File: src/ikf_pkg.sv
// Shared constants, types and helpers for the angle Kalman filter
package ikf_pkg;
    localparam int FracBits = 24;
    localparam int RegW = 31;
    localparam int DataW = 32;
    localparam int AddrW = 4;

    localparam logic [RegW-1:0] RstQa = RegW'((((64'd1 << FracBits) + 64'd500) / 64'd1000));
    localparam logic [RegW-1:0] RstQg = RegW'((((64'd3 << FracBits) + 64'd500) / 64'd1000));
    localparam logic [RegW-1:0] RstR = RegW'(64'd1 << (FracBits - 1));
    localparam logic [RegW-1:0] RstDt = RegW'((((64'd1 << FracBits) + 64'd50) / 64'd100));
    localparam logic signed [31:0] FOne = 32'sd1 << FracBits;

    localparam logic [1:0] REG_QA = 2'd0;
    localparam logic [1:0] REG_QG = 2'd1;
    localparam logic [1:0] REG_R = 2'd2;
    localparam logic [1:0] REG_DT = 2'd3;

    typedef struct packed {
        logic signed [31:0] accel_angle;
        logic signed [31:0] gyro_rate;
    } in_item_t;

    typedef struct packed {
        logic signed [31:0] angle_estimate;
        logic signed [31:0] corrected_rate;
    } out_item_t;

    typedef struct packed {
        logic               start;
        logic signed [63:0] num;
        logic signed [32:0] den;
    } div_req_t;

    typedef struct packed {
        logic               done;
        logic signed [31:0] quo;
    } div_rsp_t;

    function automatic logic signed [31:0] sat32(input logic signed [65:0] v);
        logic signed [31:0] r;
        if (v > 66'sh7FFFFFFF) r = 32'sh7FFFFFFF;
        else if (v < -66'sh80000000) r = 32'sh80000000;
        else r = v[31:0];
        return r;
    endfunction
endpackage

File: src/ikf_divider.sv
// Restoring signed divider, one quotient bit per cycle, saturated 32-bit result
module ikf_divider (
    input  logic              clk,
    input  logic              rst_n,
    input  ikf_pkg::div_req_t req,
    output ikf_pkg::div_rsp_t rsp
);
    import ikf_pkg::*;

    logic [63:0] quo_reg, quo_next;
    logic [32:0] rem_reg, rem_next;
    logic [32:0] dmag_reg, dmag_next;
    logic        neg_reg, neg_next;
    logic [6:0]  cnt_reg, cnt_next;
    logic        busy_reg, busy_next;
    logic        done_reg, done_next;
    logic [63:0] nmag;
    logic [33:0] trial;
    logic [64:0] sq;

    always_comb
    begin
        nmag = req.num[63] ? 64'(-req.num) : 64'(req.num);
        quo_next = quo_reg;
        rem_next = rem_reg;
        dmag_next = dmag_reg;
        neg_next = neg_reg;
        cnt_next = cnt_reg;
        busy_next = busy_reg;
        done_next = 1'b0;
        trial = {rem_reg, quo_reg[63]} - {1'b0, dmag_reg};
        if (req.start)
        begin
            quo_next = nmag;
            rem_next = '0;
            dmag_next = req.den[32] ? 33'(-req.den) : 33'(req.den);
            neg_next = req.num[63] ^ req.den[32];
            cnt_next = '0;
            busy_next = 1'b1;
        end
        else if (busy_reg)
        begin
            if (!trial[33])
            begin
                rem_next = trial[32:0];
                quo_next = {quo_reg[62:0], 1'b1};
            end
            else
            begin
                rem_next = {rem_reg[31:0], quo_reg[63]};
                quo_next = {quo_reg[62:0], 1'b0};
            end
            cnt_next = cnt_reg + 7'd1;
            if (cnt_reg == 7'd63)
            begin
                busy_next = 1'b0;
                done_next = 1'b1;
            end
        end
    end

    always_ff @(posedge clk or negedge rst_n)
    begin
        if (!rst_n)
        begin
            busy_reg <= 1'b0;
            done_reg <= 1'b0;
            cnt_reg <= '0;
        end
        else
        begin
            busy_reg <= busy_next;
            done_reg <= done_next;
            cnt_reg <= cnt_next;
        end
    end

    always_ff @(posedge clk)
    begin
        quo_reg <= quo_next;
        rem_reg <= rem_next;
        dmag_reg <= dmag_next;
        neg_reg <= neg_next;
    end

    always_comb
    begin
        sq = neg_reg ? -{1'b0, quo_reg} : {1'b0, quo_reg};
        rsp.done = done_reg;
        rsp.quo = sat32(66'(signed'(sq)));
    end
endmodule

File: config.mk
export PLATFORM = sky130hd
export DESIGN_NAME = ikf_divider
export DESIGN_NICKNAME = d
export VERILOG_FILES = /design/src/ikf_pkg.sv /design/src/ikf_divider.sv
export SDC_FILE = /design/constraint.sdc
export NUM_CORES = 1
export LEC_CHECK = 0
export BUFFER_PORTS_ARGS = -buffer_cell sky130_fd_sc_hd__buf_2
export CORE_ASPECT_RATIO = 1.25
export CORE_UTILIZATION = 55
export CTS_CLUSTER_DIAMETER = 40
export DETAILED_ROUTE_END_ITERATION = 12
export PLACE_DENSITY = 0.76
export SETUP_SLACK_MARGIN = 0.2
export SLEW_MARGIN = 20
export SYNTH_ARGS = -nofsm -noshare
export SYNTH_HDL_FRONTEND = slang
export SYNTH_SLANG_ARGS = --single-unit
File: constraint.sdc
create_clock -name clk -period 9.3 [get_ports clk]
set_input_delay 0 -clock clk [delete_from_list [all_inputs] [get_ports clk]]
set_output_delay 0 -clock clk [all_outputs]
set_load 0.05 [all_outputs]
==> impl_metrics.prom <==
# TYPE chip_impl_metric gauge
chip_impl_info{name="outcome",value="complete, no violations"} 1
chip_impl_metric{name="layout-area-overhead-vs-synth",unit="%"} 16.5
chip_impl_metric{name="grt_max_degree",unit=""} 113
chip_impl_metric{name="placement.cell_area",unit="um^2"} 12400
chip_impl_info{name="worstReg2RegEnd",value="rem_reg[16]$_SDFFE_PP0P_"} 1
chip_impl_metric{name="ant_nets",unit=""} 0
chip_impl_metric{name="vdd.ir_drop.worst",unit="mV"} 0.165
chip_impl_metric{name="holdBufCountCts",unit=""} 55
chip_impl_metric{name="yosys_register_bits",unit=""} 140
chip_impl_metric{name="final_max_slew_viol_count",unit=""} 0
chip_impl_metric{name="synth.net_count",unit=""} 1487
chip_impl_metric{name="max_slew.worst_pin.slew",unit="ns"} 1.11
chip_impl_info{name="hold_path.class",value="in -> reg"} 1
chip_impl_metric{name="yosysSeqAreaShare",unit="%"} 33.0
chip_impl_metric{name="setup_tns",unit="ns"} 0
chip_impl_metric{name="syn-cell-area",unit="um^2"} 11600
chip_impl_metric{name="max_freq",unit="MHz"} 188
chip_impl_metric{name="cp.arrival",unit="ns"} 5.33
chip_impl_metric{name="relative_max_transition_margin",unit="%"} 25.2
chip_impl_metric{name="cts_post_setup_buffers_inserted",unit=""} 0
chip_impl_metric{name="post-route-period-util",unit="%"} 57.3
chip_impl_metric{name="firstDrtPassIters",unit=""} 5
chip_impl_metric{name="avgSynthCellArea",unit="um^2"} 8.61
chip_impl_metric{name="synth.lib_cells_used.distinct",unit=""} 80
chip_impl_metric{name="ff2ff_setup_slack",unit="ns"} 5.40
chip_impl_metric{name="async_reset_ff_share",unit="%"} 6.43
chip_impl_metric{name="cts.sinks",unit=""} 140
chip_impl_metric{name="layout.filler_cells",unit=""} 1711
chip_impl_info{name="setup.worst_path.class",value="reg -> out"} 1
chip_impl_metric{name="max_clock_buf_depth",unit=""} 2
chip_impl_info{name="start_kind",value="flop"} 1
chip_impl_metric{name="fin_nets",unit=""} 1626
chip_impl_metric{name="timing.max_cap.violations",unit=""} 0
chip_impl_metric{name="weighted_congestion_reported_at_the_end_of_routability_driven_placement",unit=""} 0.927
chip_impl_metric{name="required",unit="ns"} 9.30
chip_impl_metric{name="path_clk_slew",unit="ns"} 0.06
chip_impl_info{name="timing.critical_path.to_type",value="primary output"} 1
chip_impl_metric{name="fin_ws",unit="ns"} 3.97
chip_impl_info{name="ys_dominant_reg_cell",value="edfxtp_1"} 1
chip_impl_metric{name="post_cts_resized",unit=""} 0
chip_impl_info{name="cp-startpoint",value="quo_reg[10]$_DFFE_PP_"} 1
chip_impl_info{name="cts-root-buf",value="clkbuf_16"} 1
chip_impl_metric{name="largest_reg_flops",unit=""} 64
chip_impl_metric{name="totalWireLength",unit="um"} 31000
chip_impl_metric{name="routed_via_density",unit=""} 6.04
chip_impl_metric{name="floorplan.initialDensity",unit="%"} 56.0
chip_impl_info{name="cp-endpoint",value="rsp[1]"} 1
chip_impl_metric{name="post_route_cells_drive_above_1_share",unit="%"} 15.4
chip_impl_info{name="rsz0062_at_grt",value="no"} 1
chip_impl_metric{name="layoutNonFillerInstCount",unit=""} 1776
chip_impl_metric{name="die_area",unit="um^2"} 21700
chip_impl_info{name="tritoncts",value="built"} 1
chip_impl_metric{name="placed_cells_incl_taps",unit=""} 1688
chip_impl_metric{name="dp_slack",unit="ns"} 4.59
chip_impl_metric{name="global_route.usage.total",unit="%"} 28.8
chip_impl_metric{name="reg2reg_depth",unit=""} 13
chip_impl_metric{name="yosys_warnings",unit=""} 0
chip_impl_metric{name="grt_pass1_vias",unit=""} 10200
chip_impl_metric{name="placementRows",unit=""} 59
chip_impl_metric{name="globalRoute.totalOverflow",unit=""} 0
chip_impl_metric{name="io_buffer_count",unit=""} 132
chip_impl_metric{name="remaining_drc_errors",unit=""} 0
chip_impl_metric{name="p_leak",unit="nW"} 5.23
chip_impl_metric{name="hpwlAfterDp",unit="um"} 21900
chip_impl_metric{name="power.density_cell_area",unit="nW/um^2"} 212
chip_impl_metric{name="wl_per_cell",unit="um"} 17.5
chip_impl_metric{name="ctsHtreeMaxLevel",unit=""} 4
chip_impl_metric{name="skew_pair_late_insertion_delay",unit="ns"} 0.43
chip_impl_metric{name="die_h",unit="um"} 164
chip_impl_info{name="worst_reg2reg_path_startpoint",value="quo_reg[63]$_DFFE_PP_"} 1
chip_impl_metric{name="die_x",unit="um"} 132
chip_impl_metric{name="boundaryPins",unit=""} 133
chip_impl_metric{name="synth_enable_flop_cells",unit=""} 98
chip_impl_metric{name="cts_buffers",unit=""} 17
chip_impl_metric{name="setup_violations",unit=""} 0
chip_impl_metric{name="layout.cell_area.non_filler",unit="um^2"} 13500
chip_impl_metric{name="report.power.total",unit="mW"} 2.87
chip_impl_metric{name="synth_cells",unit=""} 1349
chip_impl_metric{name="first_pass_grt_wire_length",unit="um"} 50300
chip_impl_metric{name="first_iter_violations",unit=""} 984
chip_impl_metric{name="antenna_found_initial",unit=""} 1
chip_impl_metric{name="core",unit="um^2"} 20700
chip_impl_metric{name="fin_worst_skew",unit="ns"} 0.00615
chip_impl_metric{name="final-hold-violation-count",unit=""} 0
chip_impl_metric{name="crit_fanout",unit=""} 31
chip_impl_metric{name="post-route-min-period",unit="ns"} 5.33
chip_impl_metric{name="num_vias",unit=""} 10700
[synth_stat cells (6+ instances only)]
library cell	instances	share of area (%)
nor2_1	148	4.8
xor2_1	108	8.1
a21oi_1	99	4.3
edfxtp_1	98	25
nand2_1	78	2.5
o21ai_0	67	2.9
xnor2_1	67	5.1
inv_1	57	1.8
clkbuf_1	55	1.8
o31ai_1	43	2.8
ha_1	37	4.0
a211oi_1	36	2.3
dfxtp_1	33	5.7
mux2i_1	33	2.8
nor3_1	32	1.4
o21ai_2	30	2.3
or4_1	28	1.8
nand3_1	27	1.2
or3_1	26	1.4
o41ai_1	21	1.6
nand4_1	19	1.0
nor4_1	16	0.86
a21o_1	11	0.71
and3_1	11	0.59
or2_2	11	0.59
nand2b_1	10	0.54
o211ai_1	10	0.65
dfrtp_1	9	1.9
nor2b_1	8	0.43
a31oi_1	7	0.38
buf_2	7	0.30
o21a_1	7	0.45
buf_1	6	0.19
nand4b_1	6	0.45
o21bai_1	6	0.39
[worst min path at each step]
stage,start,to,slack (ns),cells after the start
6_report,req[50],quo_reg[17]$_DFFE_PP_,0.01,3
3_5_place_dp,rst_n,done_reg$_DFF_PN0_,-0.14,1
2_1_floorplan,rst_n,busy_reg$_DFF_PN0_,-0.30,0
5_1_grt,req[50],quo_reg[17]$_DFFE_PP_,0.02,3
3_3_place_gp,rst_n,done_reg$_DFF_PN0_,-0.14,1
4_1_cts,req[50],quo_reg[17]$_DFFE_PP_,0.002,3
[logic make-up (layout without fill, tap and decap cells)]
| logic type | after synthesis | after routing | share of synthesized area [%] |
|---|---|---|---|
| AOI/OAI and AO/OA | 374 | 374 | 21.6 |
| and+or+nand+nor | 455 | 455 | 20.3 |
| DFF | 140 | 140 | 33.0 |
| xor gates and xnor gates | 175 | 175 | 13.2 |
| buffers and inverters | 130 | 282 | 4.54 |
| other | 0 | 1 | 0 |
| muxes | 37 | 37 | 3.23 |
| adders and majority gates | 38 | 38 | 4.16 |
[layer usage]
metal | track usage (%) | vias to the layer above | share of wire, %
met5 | 0 | - | 0
li1 | - | 5277 | -
met1 | 35.6 | 4986 | 42
met4 | 11.7 | 0 | 2.8
met3 | 4.30 | 67 | 5.4
met2 | 50.3 | 405 | 50
[power breakdown]
part / switching, mW / internal, mW / total (mW)
sequential: 0.118 / 0.793 / 0.911
combinational: 0.717 / 0.515 / 1.23
clock: 0.273 / 0.455 / 0.728
total: 1.11 / 1.76 / 2.87
[worst max-delay path, stage by stage (launching register included)]
cell      delay [ns]
edfxtp_1        0.44
nor4_1          0.76
nand4b_1        0.27
nor4_4          0.64
nand3_4         0.24
or4_1           0.54
a211oi_1        0.26
a31oi_1         0.07
nor4_1          0.55
a41o_1          0.29
buf_4           0.40
o21ai_0         0.16
buf_2           0.26
[placed cells by master, fill, tap and decap left out, types with 8 or more instances in the layout]
cell type / n
nand2b_1: 10
nand3_1: 27
dfrtp_1: 8
dlygate4sd3_1: 55
a21o_1: 11
o21ai_0: 67
a21oi_1: 99
or3_1: 26
nor2_1: 148
clkbuf_16: 17
ha_1: 37
or4_1: 28
o21ai_2: 30
inv_1: 56
o41ai_1: 21
buf_2: 130
nor3_1: 32
dfxtp_1: 33
o211ai_1: 10
edfxtp_1: 98
and3_1: 11
a211oi_1: 36
nand4_1: 19
mux2i_1: 33
o31ai_1: 43
xnor2_1: 67
or2_2: 11
nor4_1: 16
nand2_1: 78
nor2b_1: 8
xor2_1: 108
[per-stage QoR]
| step | hold WS, ns | util [%] |
|---|---|---|
| 2_1_floorplan | -0.296 | - |
| 3_3_place_gp | -0.143 | 59.6 |
| 3_5_place_dp | -0.139 | 59.6 |
| 4_1_cts | 0.00194 | 65.2 |
| 5_1_grt | 0.0231 | 65.2 |
| 6_report | 0.0126 | 65.2 |
[area by class of cell]
| cell class | instances | area (um^2) | area share (%) |
|---|---|---|---|
| multi-input cells | 1079 | 7260 | 53.6 |
| flip-flops and latches | 140 | 3830 | 28.3 |
| repair buffers | 193 | 1260 | 9.35 |
| clock buffers | 21 | 450 | 3.33 |
| well taps | 274 | 343 | 2.53 |
| inverters | 57 | 214 | 1.58 |
| clock inverters | 11 | 168 | 1.24 |
| diodes | 1 | 2.50 | 0.0185 |
No activity file was read; power rests on OpenSTA's default activity.
